[src/hdl/pidc_pkg.sv]
// Package for the PID step unit: field widths, fixed-point constants and the
// request/response structs between the sequencer and its arithmetic units.
// No dependencies.
package pidc_pkg;

	localparam int DATA_W    = 32;          // Q16.16 words
	localparam int ERR_W     = 33;          // error, Q17.16
	localparam int DIFF_W    = 34;          // change in error
	localparam int SUM_W     = 48;          // integral, Q32.16
	localparam int FRAC_W    = 16;
	localparam int CFG_IDX_W = 2;

	localparam int MUL_A_W = 33;
	localparam int MUL_B_W = 32;
	localparam int MUL_P_W = MUL_A_W + MUL_B_W;

	localparam int DIV_NUM_W = DIFF_W + FRAC_W;   // quotient width as well
	localparam int DIV_DEN_W = DATA_W;
	localparam int DIV_STEPS = DIV_NUM_W;
	localparam int DIV_CNT_W = $clog2(DIV_STEPS + 1);

	localparam int XMAG_W = DIV_NUM_W;            // widest term operand
	localparam int ACC_W  = XMAG_W + MUL_B_W;     // full gain * operand product
	localparam int TMAG_W = ACC_W - FRAC_W;
	localparam int TERM_W = 64;

	localparam logic [TMAG_W-1:0] TERM_LIM = TMAG_W'(1) << 60;

	typedef enum logic [CFG_IDX_W-1:0] {
		REG_PROP_GAIN  = 2'd0,
		REG_INTEG_GAIN = 2'd1,
		REG_DERIV_GAIN = 2'd2,
		REG_TARGET     = 2'd3
	} cfg_reg_t;

	typedef struct packed {
		logic [MUL_A_W-1:0] a;
		logic [MUL_B_W-1:0] b;
	} mul_req_t;

	typedef struct packed {
		logic                 start;
		logic [DIV_NUM_W-1:0] num;
		logic [DIV_DEN_W-1:0] den;
	} div_req_t;

	typedef struct packed {
		logic                 busy;
		logic                 done;
		logic [DIV_NUM_W-1:0] quo;
	} div_rsp_t;

endpackage

[src/hdl/pidc_mul.sv]
// Shared unsigned multiplier of the PID step unit, product registered.
// Depends on pidc_pkg.
module pidc_mul (
	input  logic                       clk,
	input  pidc_pkg::mul_req_t         req,
	output logic [pidc_pkg::MUL_P_W-1:0] prod
);
	import pidc_pkg::*;

	logic [MUL_P_W-1:0] prod_q;

	always_ff @(posedge clk) begin
		prod_q <= MUL_P_W'(req.a) * MUL_P_W'(req.b);
	end

	assign prod = prod_q;

endmodule

[src/hdl/pidc_div.sv]
// Restoring radix-2 unsigned divider, one quotient bit per cycle.
// Depends on pidc_pkg.
module pidc_div (
	input  logic               clk,
	input  logic               arst_n,
	input  pidc_pkg::div_req_t req,
	output pidc_pkg::div_rsp_t rsp
);
	import pidc_pkg::*;

	logic                 busy_q;
	logic                 done_q;
	logic [DIV_CNT_W-1:0] cnt_q;
	logic [DIV_DEN_W-1:0] rem_q;
	logic [DIV_DEN_W-1:0] den_q;
	logic [DIV_NUM_W-1:0] num_q;   // dividend shifts out, quotient shifts in

	logic [DIV_DEN_W:0]   rem_sh;
	logic [DIV_DEN_W:0]   rem_sub;
	logic                 fits;

	assign rem_sh  = {rem_q, num_q[DIV_NUM_W-1]};
	assign rem_sub = rem_sh - {1'b0, den_q};
	assign fits    = rem_sh >= {1'b0, den_q};

	always_ff @(posedge clk or negedge arst_n) begin
		if (!arst_n) begin
			busy_q <= 1'b0;
			done_q <= 1'b0;
			cnt_q  <= '0;
		end else if (req.start) begin
			busy_q <= 1'b1;
			done_q <= 1'b0;
			cnt_q  <= DIV_CNT_W'(DIV_STEPS);
		end else if (busy_q) begin
			cnt_q <= cnt_q - 1'b1;
			if (cnt_q == DIV_CNT_W'(1)) begin
				busy_q <= 1'b0;
				done_q <= 1'b1;
			end
		end
	end

	always_ff @(posedge clk) begin
		if (req.start) begin
			rem_q <= '0;
			den_q <= req.den;
			num_q <= req.num;
		end else if (busy_q) begin
			rem_q <= fits ? rem_sub[DIV_DEN_W-1:0] : rem_sh[DIV_DEN_W-1:0];
			num_q <= {num_q[DIV_NUM_W-2:0], fits};
		end
	end

	assign rsp.busy = busy_q;
	assign rsp.done = done_q;
	assign rsp.quo  = num_q;

	a_busy_done: assert property (@(posedge clk) disable iff (!arst_n)
		!(busy_q && done_q))
		else $error("divider busy and done together");

	a_rem_below: assert property (@(posedge clk) disable iff (!arst_n)
		busy_q |-> rem_q < den_q)
		else $error("partial remainder not below divisor");

	a_last_step: assert property (@(posedge clk) disable iff (!arst_n)
		(busy_q && !req.start && cnt_q == DIV_CNT_W'(1)) |=> done_q)
		else $error("divider did not finish after its last step");

endmodule

[src/hdl/pid_controller_step_unit.sv]
// PID step unit top level: configuration registers, loop state, sequencer
// around the shared multiplier and the divider, and the output register.
// Depends on pidc_pkg, pidc_mul and pidc_div.
//
//   channel  | direction | handshake                      | words
//   ---------+-----------+--------------------------------+---------------------------
//   s_axis   | in        | s_axis_tvalid / s_axis_tready  | measured, step_time
//   m_axis   | out       | m_axis_tvalid / m_axis_tready  | drive_value; clipped, bad
//   cfg      | in        | cfg_valid / cfg_ready          | register index, data
//
// A word with a non-zero step_time waits for the 50-step radix-2 divider of the
// derivative before its D term; the P and I terms run on the shared multiplier in
// its shadow. A zero step_time word goes from idle straight to the output state.
// Input is taken only while the sequencer is idle; a result waiting on m_axis
// holds only the next finished result.
// Reset clears gains, setpoint, integral, last error and last drive to zero.
// Configuration writes are always taken (cfg_ready is tied high).
module pid_controller_step_unit (
	input  logic                               clk,
	input  logic                               arst_n,
	// input words
	input  logic                               s_axis_tvalid,
	output logic                               s_axis_tready,
	input  logic [63:0]                        s_axis_tdata,  // [31:0] measured, [63:32] step_time
	// result words
	output logic                               m_axis_tvalid,
	input  logic                               m_axis_tready,
	output logic [pidc_pkg::DATA_W-1:0]        m_axis_tdata,  // [31:0] drive_value
	output logic [1:0]                         m_axis_tuser,  // [0] clipped, [1] bad_interval
	// configuration writes
	input  logic                               cfg_valid,
	output logic                               cfg_ready,
	input  logic [pidc_pkg::CFG_IDX_W-1:0]     cfg_index,
	input  logic [pidc_pkg::DATA_W-1:0]        cfg_data
);
	import pidc_pkg::*;

	typedef enum logic [3:0] {
		S_IDLE,
		S_INT,       // issue |err| * dt, start the divider
		S_INT_ACC,   // fold the increment into the integral
		S_TSET,      // pick operands of the current term
		S_TLO,       // gain * low operand chunk
		S_THI,       // gain * high operand chunk
		S_TACC,      // add the shifted high partial product
		S_TEND,      // clamp and add the term to the total
		S_FIN,       // saturate the total, update loop state
		S_OUT        // hand the result to the output register
	} state_t;

	typedef enum logic [1:0] {
		TERM_P,
		TERM_I,
		TERM_D
	} term_t;

	state_t state_q;
	term_t  term_q;

	// configuration
	logic [DATA_W-1:0] kp_q, ki_q, kd_q, sp_q;

	// loop state
	logic [SUM_W-1:0]  esum_q;
	logic [ERR_W-1:0]  lerr_q;
	logic [DATA_W-1:0] ldrv_q;

	// per-word working registers
	logic [ERR_W-1:0]   err_q;
	logic [DATA_W-1:0]  dt_q;
	logic               dneg_q;
	logic               sat_q;
	logic [XMAG_W-1:0]  xmag_q;
	logic [MUL_B_W-1:0] gmag_q;
	logic               neg_q;
	logic [ACC_W-1:0]   acc_q;
	logic [TERM_W-1:0]  total_q;
	logic [DATA_W-1:0]  res_drive_q;
	logic               res_clip_q;
	logic               res_bad_q;

	// output register
	logic               out_valid_q;
	logic [DATA_W-1:0]  out_drive_q;
	logic               out_clip_q;
	logic               out_bad_q;

	mul_req_t           mul_req;
	logic [MUL_P_W-1:0] mul_p;
	div_req_t           div_req;
	div_rsp_t           div_rsp;

	function automatic logic [DATA_W-1:0] abs32(input logic [DATA_W-1:0] v);
		return v[DATA_W-1] ? (~v + 1'b1) : v;
	endfunction

	// input word fields
	logic [DATA_W-1:0] in_meas;
	logic [DATA_W-1:0] in_dt;
	assign in_meas = s_axis_tdata[31:0];
	assign in_dt   = s_axis_tdata[63:32];

	logic [ERR_W-1:0] err_in;
	assign err_in = {sp_q[DATA_W-1], sp_q} - {in_meas[DATA_W-1], in_meas};

	logic [ERR_W-1:0]  err_mag;
	logic [DIFF_W-1:0] diff;
	logic [DIFF_W-1:0] diff_mag;
	logic [SUM_W-1:0]  esum_mag;
	assign err_mag  = err_q[ERR_W-1] ? (~err_q + 1'b1) : err_q;
	assign diff     = {err_q[ERR_W-1], err_q} - {lerr_q[ERR_W-1], lerr_q};
	assign diff_mag = diff[DIFF_W-1] ? (~diff + 1'b1) : diff;
	assign esum_mag = esum_q[SUM_W-1] ? (~esum_q + 1'b1) : esum_q;

	// integral increment: floor for positive error, ceiling of magnitude for negative
	logic [MUL_P_W:0]         inc_rnd;
	logic [MUL_P_W-FRAC_W:0]  inc_mag;
	logic [SUM_W+2:0]         sum_nx;
	logic                     sum_hi, sum_lo;
	logic [SUM_W-1:0]         sum_sat;
	assign inc_rnd = {1'b0, mul_p} + (err_q[ERR_W-1] ? (MUL_P_W+1)'(16'hFFFF) : '0);
	assign inc_mag = inc_rnd[MUL_P_W:FRAC_W];
	assign sum_nx  = err_q[ERR_W-1]
		? ({{3{esum_q[SUM_W-1]}}, esum_q} - (SUM_W+3)'(inc_mag))
		: ({{3{esum_q[SUM_W-1]}}, esum_q} + (SUM_W+3)'(inc_mag));
	assign sum_hi  = !sum_nx[SUM_W+2] && (|sum_nx[SUM_W+1:SUM_W-1]);
	assign sum_lo  = sum_nx[SUM_W+2] && !(&sum_nx[SUM_W+1:SUM_W-1]);
	always_comb begin
		if (sum_hi)
			sum_sat = {1'b0, {(SUM_W-1){1'b1}}};
		else if (sum_lo)
			sum_sat = {1'b1, {(SUM_W-1){1'b0}}};
		else
			sum_sat = sum_nx[SUM_W-1:0];
	end

	// term round-off is already in acc_q; clamp the magnitude at 2^60
	logic [TMAG_W-1:0] tmag;
	logic              tclip;
	logic [TERM_W-1:0] tval;
	assign tclip = acc_q[ACC_W-1:FRAC_W] > TERM_LIM;
	assign tmag  = tclip ? TERM_LIM : acc_q[ACC_W-1:FRAC_W];
	assign tval  = neg_q ? (~tmag[TERM_W-1:0] + 1'b1) : tmag[TERM_W-1:0];

	// final output saturation
	logic              tot_hi, tot_lo;
	logic [DATA_W-1:0] tot_sat;
	assign tot_hi = !total_q[TERM_W-1] && (|total_q[TERM_W-2:DATA_W-1]);
	assign tot_lo = total_q[TERM_W-1] && !(&total_q[TERM_W-2:DATA_W-1]);
	always_comb begin
		if (tot_hi)
			tot_sat = {1'b0, {(DATA_W-1){1'b1}}};
		else if (tot_lo)
			tot_sat = {1'b1, {(DATA_W-1){1'b0}}};
		else
			tot_sat = total_q[DATA_W-1:0];
	end

	// shared multiplier operands
	always_comb begin
		case (state_q)
			S_TLO: begin
				mul_req.a = {1'b0, xmag_q[31:0]};
				mul_req.b = gmag_q;
			end
			S_THI: begin
				mul_req.a = MUL_A_W'(xmag_q[XMAG_W-1:32]);
				mul_req.b = gmag_q;
			end
			default: begin
				mul_req.a = err_mag;
				mul_req.b = dt_q;
			end
		endcase
	end

	assign div_req.start = (state_q == S_INT);
	assign div_req.num   = {diff_mag, {FRAC_W{1'b0}}};
	assign div_req.den   = dt_q;

	pidc_mul u_mul (
		.clk  (clk),
		.req  (mul_req),
		.prod (mul_p)
	);

	pidc_div u_div (
		.clk    (clk),
		.arst_n (arst_n),
		.req    (div_req),
		.rsp    (div_rsp)
	);

	assign s_axis_tready = (state_q == S_IDLE);
	assign cfg_ready     = 1'b1;

	logic out_load;
	assign out_load = (state_q == S_OUT) && (!out_valid_q || m_axis_tready);

	// configuration registers
	always_ff @(posedge clk or negedge arst_n) begin
		if (!arst_n) begin
			kp_q <= '0;
			ki_q <= '0;
			kd_q <= '0;
			sp_q <= '0;
		end else if (cfg_valid) begin
			case (cfg_index)
				REG_PROP_GAIN:  kp_q <= cfg_data;
				REG_INTEG_GAIN: ki_q <= cfg_data;
				REG_DERIV_GAIN: kd_q <= cfg_data;
				REG_TARGET:     sp_q <= cfg_data;
				default:        ;
			endcase
		end
	end

	// sequencer, loop state and output register
	always_ff @(posedge clk or negedge arst_n) begin
		if (!arst_n) begin
			state_q     <= S_IDLE;
			term_q      <= TERM_P;
			esum_q      <= '0;
			lerr_q      <= '0;
			ldrv_q      <= '0;
			err_q       <= '0;
			dt_q        <= '0;
			dneg_q      <= 1'b0;
			sat_q       <= 1'b0;
			xmag_q      <= '0;
			gmag_q      <= '0;
			neg_q       <= 1'b0;
			acc_q       <= '0;
			total_q     <= '0;
			res_drive_q <= '0;
			res_clip_q  <= 1'b0;
			res_bad_q   <= 1'b0;
			out_valid_q <= 1'b0;
			out_drive_q <= '0;
			out_clip_q  <= 1'b0;
			out_bad_q   <= 1'b0;
		end else begin
			// drop the result once taken
			if (m_axis_tready && out_valid_q && !out_load)
				out_valid_q <= 1'b0;

			case (state_q)
				S_IDLE: begin
					if (s_axis_tvalid) begin
						err_q   <= err_in;
						dt_q    <= in_dt;
						sat_q   <= 1'b0;
						total_q <= '0;
						if (in_dt == '0) begin
							// zero interval: keep the error, repeat the last drive
							lerr_q      <= err_in;
							res_drive_q <= ldrv_q;
							res_clip_q  <= 1'b0;
							res_bad_q   <= 1'b1;
							state_q     <= S_OUT;
						end else begin
							state_q <= S_INT;
						end
					end
				end
				S_INT: begin
					dneg_q  <= diff[DIFF_W-1];
					state_q <= S_INT_ACC;
				end
				S_INT_ACC: begin
					esum_q  <= sum_sat;
					sat_q   <= sat_q | sum_hi | sum_lo;
					term_q  <= TERM_P;
					state_q <= S_TSET;
				end
				S_TSET: begin
					case (term_q)
						TERM_P: begin
							xmag_q  <= XMAG_W'(err_mag);
							gmag_q  <= abs32(kp_q);
							neg_q   <= kp_q[DATA_W-1] ^ err_q[ERR_W-1];
							state_q <= S_TLO;
						end
						TERM_I: begin
							xmag_q  <= XMAG_W'(esum_mag);
							gmag_q  <= abs32(ki_q);
							neg_q   <= ki_q[DATA_W-1] ^ esum_q[SUM_W-1];
							state_q <= S_TLO;
						end
						default: begin
							// hold until the derivative quotient is ready
							if (div_rsp.done) begin
								xmag_q  <= div_rsp.quo;
								gmag_q  <= abs32(kd_q);
								neg_q   <= kd_q[DATA_W-1] ^ dneg_q;
								state_q <= S_TLO;
							end
						end
					endcase
				end
				S_TLO: begin
					state_q <= S_THI;
				end
				S_THI: begin
					// low partial product plus round-up for a negative term
					acc_q   <= ACC_W'(mul_p) + (neg_q ? ACC_W'(16'hFFFF) : '0);
					state_q <= S_TACC;
				end
				S_TACC: begin
					acc_q   <= acc_q + {mul_p[ACC_W-33:0], 32'd0};
					state_q <= S_TEND;
				end
				S_TEND: begin
					total_q <= total_q + tval;
					sat_q   <= sat_q | tclip;
					case (term_q)
						TERM_P: begin
							term_q  <= TERM_I;
							state_q <= S_TSET;
						end
						TERM_I: begin
							term_q  <= TERM_D;
							state_q <= S_TSET;
						end
						default: begin
							state_q <= S_FIN;
						end
					endcase
				end
				S_FIN: begin
					ldrv_q      <= tot_sat;
					lerr_q      <= err_q;
					res_drive_q <= tot_sat;
					res_clip_q  <= sat_q | tot_hi | tot_lo;
					res_bad_q   <= 1'b0;
					state_q     <= S_OUT;
				end
				S_OUT: begin
					// advance once the output register is free
					if (out_load) begin
						out_valid_q <= 1'b1;
						out_drive_q <= res_drive_q;
						out_clip_q  <= res_clip_q;
						out_bad_q   <= res_bad_q;
						state_q     <= S_IDLE;
					end
				end
				default: begin
					state_q <= S_IDLE;
				end
			endcase
		end
	end

	assign m_axis_tvalid = out_valid_q;
	assign m_axis_tdata  = out_drive_q;
	assign m_axis_tuser  = {out_bad_q, out_clip_q};

	a_div_free: assert property (@(posedge clk) disable iff (!arst_n)
		div_req.start |-> !div_rsp.busy)
		else $error("divider restarted while busy");

	a_idle_div: assert property (@(posedge clk) disable iff (!arst_n)
		s_axis_tready |-> !div_rsp.busy)
		else $error("input taken while the divider still runs");

	a_bad_noclip: assert property (@(posedge clk) disable iff (!arst_n)
		(m_axis_tvalid && m_axis_tuser[1]) |-> !m_axis_tuser[0])
		else $error("zero-interval result flagged as clipped");

	a_d_ready: assert property (@(posedge clk) disable iff (!arst_n)
		(state_q == S_TLO && term_q == TERM_D) |-> div_rsp.done)
		else $error("derivative term started before the quotient");

endmodule

[config.mk]
export PLATFORM = sky130hd
export DESIGN_NAME = pid_controller_step_unit
export DESIGN_NICKNAME = d
export VERILOG_FILES = /design/src/hdl/pidc_pkg.sv /design/src/hdl/pidc_mul.sv /design/src/hdl/pidc_div.sv /design/src/hdl/pid_controller_step_unit.sv
export SDC_FILE = /design/constraint.sdc
export NUM_CORES = 2
export LEC_CHECK = 0
export BUFFER_PORTS_ARGS = -buffer_cell sky130_fd_sc_hd__clkbuf_2
export CAP_MARGIN = 20
export CORE_MARGIN = 2
export CORE_UTILIZATION = 45
export CTS_BUF_LIST = sky130_fd_sc_hd__clkbuf_8
export CTS_CLUSTER_DIAMETER = 50
export DETAILED_ROUTE_END_ITERATION = 16
export PLACE_DENSITY = 0.68
export SLEW_MARGIN = 30
export SYNTH_ARGS = -nofsm -noshare
export SYNTH_HDL_FRONTEND = slang
export SYNTH_SLANG_ARGS = --single-unit
export TNS_END_PERCENT = 1
[constraint.sdc]
create_clock -name clk -period 15.3 [get_ports clk]
set_clock_uncertainty 0.2 [all_clocks]
set_input_delay 3.06 -clock clk [delete_from_list [all_inputs] [get_ports clk]]
set_output_delay 3.06 -clock clk [all_outputs]
set_load 0.005 [all_outputs]
### Word level (Yosys, flattened, before mapping)

Cells that the tools add are included.

* output and inout port bits: 37
* register bits: 799

* add/sub/neg operators: 17
* muxes and demuxes: 62
* reductions and logical operators: 44
* multiply operators: 1
* bitwise gates (word level): 15
* eq/ne operators: 19
* magnitude comparators: 2

Operators by type and width (count)
* $mux W32: 9
* $mux W64: 3
* $pmux W82 S2: 1
* $mux W50: 3
* $mux W48: 3
* $add A65 B16 Y66: 2
* $pmux W65 S2: 1
* $pmux W32 S2: 2
* $pmux W64 S2: 1
* $pmux W50 S2: 1
* $mux W33: 3
* $add A32 B1 Y32 const B: 3
* $not A32 Y32: 3
* $add A82 B82 Y82: 1
* $gt A66 B61 Y1 const B: 1
* $pmux W33 S2: 1
* $mul A33 B32 Y65: 1
* $add A64 B1 Y64 const B: 1
* $add A64 B64 Y64: 1
* $not A64 Y64: 1
* $add A51 B50 Y51: 1
* $mux W51: 1
* $sub A51 B50 Y51: 1
* $add A48 B1 Y48 const B: 1
* 46 further kinds: 114

### Longest topological paths before layout

* depth after elaboration: 9
* mapped depth: 43

### Hierarchy

A second synthesis with hierarchy kept.

* cell total of the unflattened synthesis: 10042
* area, all modules: 88937.8 um^2

By module, submodules not included
* pid_controller_step_unit: times used 1, area an instance 46194.3 um^2, cells an instance 5419, sequential area each 14914.3 um^2
* pidc_mul: times used 1, area an instance 35567.9 um^2, cells an instance 3929, sequential area each 1301.2 um^2
* pidc_div: times used 1, area an instance 7175.6 um^2, cells an instance 694, sequential area each 3303.2 um^2

### Least setup slack after synthesis

OpenSTA, ideal clock, no wires.

* path kind: reg2reg
* from: reg err_q[2]
* to: reg u_mul.prod_q[64] (netlist: u_mul.prod[64])
* path buffers: 3
* data required time: 14.975 ns
* library setup time: 0.125 ns
* arrival: 10.942 ns
* cell stages (with the launch flop): 41
* path slack: 4.032 ns
* clock period less this slack: 11.268 ns
* cells stage by stage: dfrtp_1 > nor2_1 > nand4b_1 > or2_2 > or3_1 > or3_1 > or4_1 > or2_2 > o21ai_0 > xor2_1 > o21a_1 > clkbuf_1 > clkbuf_1 > nor2_1 > fa_1 > inv_1 > fa_1 > fa_1 > (+5 left out) > inv_1 > fa_1 > inv_1 > ha_1 > clkbuf_1 > and3_1 > and2_1 > a221o_1 > a221o_1 > a41oi_1 > or4b_2 > a211oi_1 > nor2_1 > o21ai_0 > a41oi_1 > nor2b_1 > o31ai_1 > xnor2_1

* cells in the longest elaborated chain, start to end: 5

RTL lines
* start: declaration: line pid_controller_step_unit.sv:69 `logic [ERR_W-1:0] err_q;`
* start signal: assignment: line pid_controller_step_unit.sv:250 `err_q <= err_in;`
* $not A33 Y33: line pid_controller_step_unit.sv:110 `assign err_mag = err_q[ERR_W-1] ? (~err_q + 1'b1) : err_q;`
* $add A33 B1 Y33: line pid_controller_step_unit.sv:110
* $mux W33 (*): line pid_controller_step_unit.sv:110
* $pmux W65 S2 (*): line pid_controller_step_unit.sv:161 `case (state_q)`
* $mul A33 B32 Y65 (*): line pidc_mul.sv:13 `prod_q <= MUL_P_W'(req.a) * MUL_P_W'(req.b);`
* end signal: assignment: line pidc_mul.sv:13
* end: declaration: line pidc_mul.sv:10 `logic [MUL_P_W-1:0] prod_q;`

Every way passes the cells marked *; elsewhere a longest branch is shown, timed or not.
A chain may end at the register's enable or synchronous reset.

### Worst setup path after layout

* from: reg err_q[1]
* to: reg u_mul.prod_q[64] (netlist: u_mul.prod[64])

Same word-level chain as after synthesis.

==> results.py <==
metrics = {
    "placement": {
        "dp_hpwl_um": 232000,
        "port_buffers": 138,
        "place.gp.congestion": 0.991,
        "post_dp_cell_area_um2": 90700,
        "dpl.cell_count": 12426,
    },
    "routing": {
        "dr.pass1.iters": 7,
        "via_count": 74628,
        "drt-initial-drc-count": 6862,
        "vias_per_cell": 5.88,
        "drt.antenna.violating_nets": 0,
        "wirelength_um": 295000,
        "wl_per_cell_um": 23.2,
        "route.detailed.drc": 0,
    },
    "floorplanning": {
        "start_util": 0.453,
        "rows": 161,
        "ioPinCount": 140,
        "fp.coreArea_um2": 193000,
        "die_y_um": 444,
        "dieArea_um2": 197000,
        "die_x_um": 444,
    },
    "global_routing": {
        "antenna_found_initial": 9,
        "grt_max_degree": 139,
        "gr-total-overflow": 0,
        "grt_use_total": 0.298,
        "grt_pass1_wl_um": 453000,
        "grt_pass1_vias": 75302,
    },
    "cts": {
        "cts_resized": 0,
        "clock-sinks": 783,
        "htree_levels": 4,
        "cts_setup_buffers": 0,
        "path_clk_slew_ns": 0.06,
        "numCtsBuffers": 146,
        "hold_buffers": 0,
        "insertion_delay_ns": 0.92,
        "cts-root-buf": "clkbuf_8",
        "cts_tree": "done",
        "cts_max_path_buffers": 3,
    },
    "layout": {
        "fin_area_um2": 94100,
        "final_util": 0.488,
        "drive_above_1_share": 0.0906,
        "fillers": 18336,
        "final_cells": 12696,
        "final_common_cell": "inv_1",
        "nets": 11646,
        "final_cell_mix": "inv_1 (1196), nand2_1 (1193), nor2_1 (1039)",
        "area_growth_pct": 7.85,
    },
    "sta": {
        "relSlewSlack": 0.323,
        "fin_tns_setup_ns": 0,
        "fin_crit_sh": 0.801,
        "rsz0062_at_grt": "false",
        "max_freq_ghz": 0.0816,
        "hold_violations": 0,
        "worst_pin_slew_ns": 1.02,
        "period_needed_ns": 12.25,
        "slew_viol_final": 0,
        "setup_viol_count_final": 0,
    },
    "yosys": {
        "syn_inst": 10093,
        "synth-edff-count": 66,
        "syn-num-nets": 11691,
        "synthFlopType": "dfrtp_1",
        "synth-async-reset-ratio": 0.771,
        "ys_ff_latch": 783,
        "synth.top_cell.area_share": 0.214,
        "synth.largest_area_cell": "fa_1",
        "yosysUniqueCellTypes": 94,
        "yosys_warnings": 0,
        "syn_area_per_cell_um2": 8.64,
        "synth_area_um2": 87200,
        "ys_top_cells_by_area": "fa_1 (21%), dfrtp_1 (17%), ha_1 (8.1%)",
        "yosysSeqAreaShare": 0.222,
    },
    "critical_path": {
        "worst_setup_path_end_kind": "flop",
        "cp_slowest_cell": "or4b_2",
        "path_class": "flop to flop",
        "worstPathArrival_ns": 12.81,
        "cp_common_cell": "fa_1",
        "critPathMaxFanout": 11,
        "cpPeakStageDelay_ns": 0.76,
        "crit_required_ns": 15.85,
        "crit_path_start_kind": "flop",
    },
    "min_path": {
        "hold_path.class": "flop to flop",
    },
    "run_status": {
        "status": "completed",
    },
    "run": {
        "maxCapViolCount": 0,
    },
}
-- synth_stat cells (14+ instances only) --
library cell,instances
o211ai_1,31
mux2i_1,76
a211oi_1,109
o41ai_1,31
clkbuf_1,447
o31ai_1,77
o21a_1,70
dfrtp_1,604
a21oi_1,489
a21o_1,180
o21ai_1,26
or2_2,36
and3_1,76
buf_1,28
nor2b_1,82
edfxtp_1,66
ha_1,563
nand4_1,92
dfxtp_1,113
mux2_2,252
inv_1,1161
nand3_1,166
nand2b_1,66
o21bai_1,52
nor2_1,1045
o31a_1,14
a21boi_0,17
fa_1,932
a22oi_1,70
xnor2_1,317
or4_1,49
nor4_1,52
a31oi_1,70
or3_1,74
and4_1,21
nand2_1,1198
and2_1,40
a221o_1,16
o21ai_0,626
nor3_1,120
xor2_1,306
-- cell families after synthesis --
kind of cell	count (synthesis)	synth area share
AO/OA/AOI/OAI	2034	0.145
XOR/XNOR	624	0.0628
adder cells (fa/ha/maj)	1495	0.295
buffers and inverters	1659	0.0722
flip-flops	783	0.222
multiplexers	328	0.0413
other	1	0.0000430
AND/OR/NAND/NOR	3169	0.162
-- metal layers --
layer | up-vias | routed length (µm) | global-route usage
met4 | 12 | 19100 | 0.168
met3 | 855 | 23900 | 0.0537
met1 | 36802 | 117000 | 0.380
met2 | 3340 | 135000 | 0.479
li1 | 33619 | - | -
met5 | - | 87 | 0
-- through the flow --
stage          worst slack, ns  hold WS (ns)
2_1_floorplan             4.03         0.237
3_3_place_gp              3.31         0.255
3_5_place_dp              3.14         0.266
4_1_cts                   3.14         0.280
5_1_grt                   2.48         0.302
6_report                  3.05         0.277
-- sequential cells by signal (all words and copies together), names as in the netlist, 32 cells and up --
signal,count
xmag_q,50
u_div.rem_q,32
ldrv_q,32
total_q,64
sp_q,32
u_mul.prod,65
dt_q,32
acc_q,66
err_q,33
gmag_q,32
res_drive_q,32
esum_q,48
m_axis_tdata,32
u_div.num_q,50
kd_q,32
ki_q,32
u_div.den_q,32
lerr_q,33
kp_q,32
-- cell type report --
cell class,instances,area [µm²],share of cell area
clock inverter,94,908,0.00966
timing repair buffer,305,1990,0.0212
antenna,4,10.0,0.000106
multi-input combinational,7651,61900,0.658
sequential,783,19400,0.206
tap,2526,3160,0.0336
clock buffer,172,2370,0.0252
inverter,1161,4360,0.0463
-- path summary, 6_finish.rpt --
check | start | to | cells past startpoint | slack, ns
setup / recovery | err_q[1] | u_mul.prod[64] | 39 | 3.05
hold / removal | xmag_q[3] | xmag_q[3] | 2 | 0.28
setup reg to reg | err_q[1] | u_mul.prod[64] | 39 | 3.05
hold reg to reg | xmag_q[3] | xmag_q[3] | 2 | 0.28
max in group asynchronous | arst_n | u_div.busy_q | 4 | 10.05
min in group asynchronous | arst_n | m_axis_tdata[14] | 1 | 2.00
-- critical path, delay by kind of cell (launching register included) --
kind | cells | cell delay [ns]
adder cells (fa/ha/maj) | 10 | 4.65
AND/OR/NAND/NOR | 13 | 3.74
flip-flops | 1 | 0.45
XOR/XNOR | 2 | 0.34
AO/OA/AOI/OAI | 8 | 2.03
buffers and inverters | 6 | 0.66
Power is left out: the tool's default activity adds up to more than one toggle a clock period on the data nets, which glitch-free logic cannot reach.
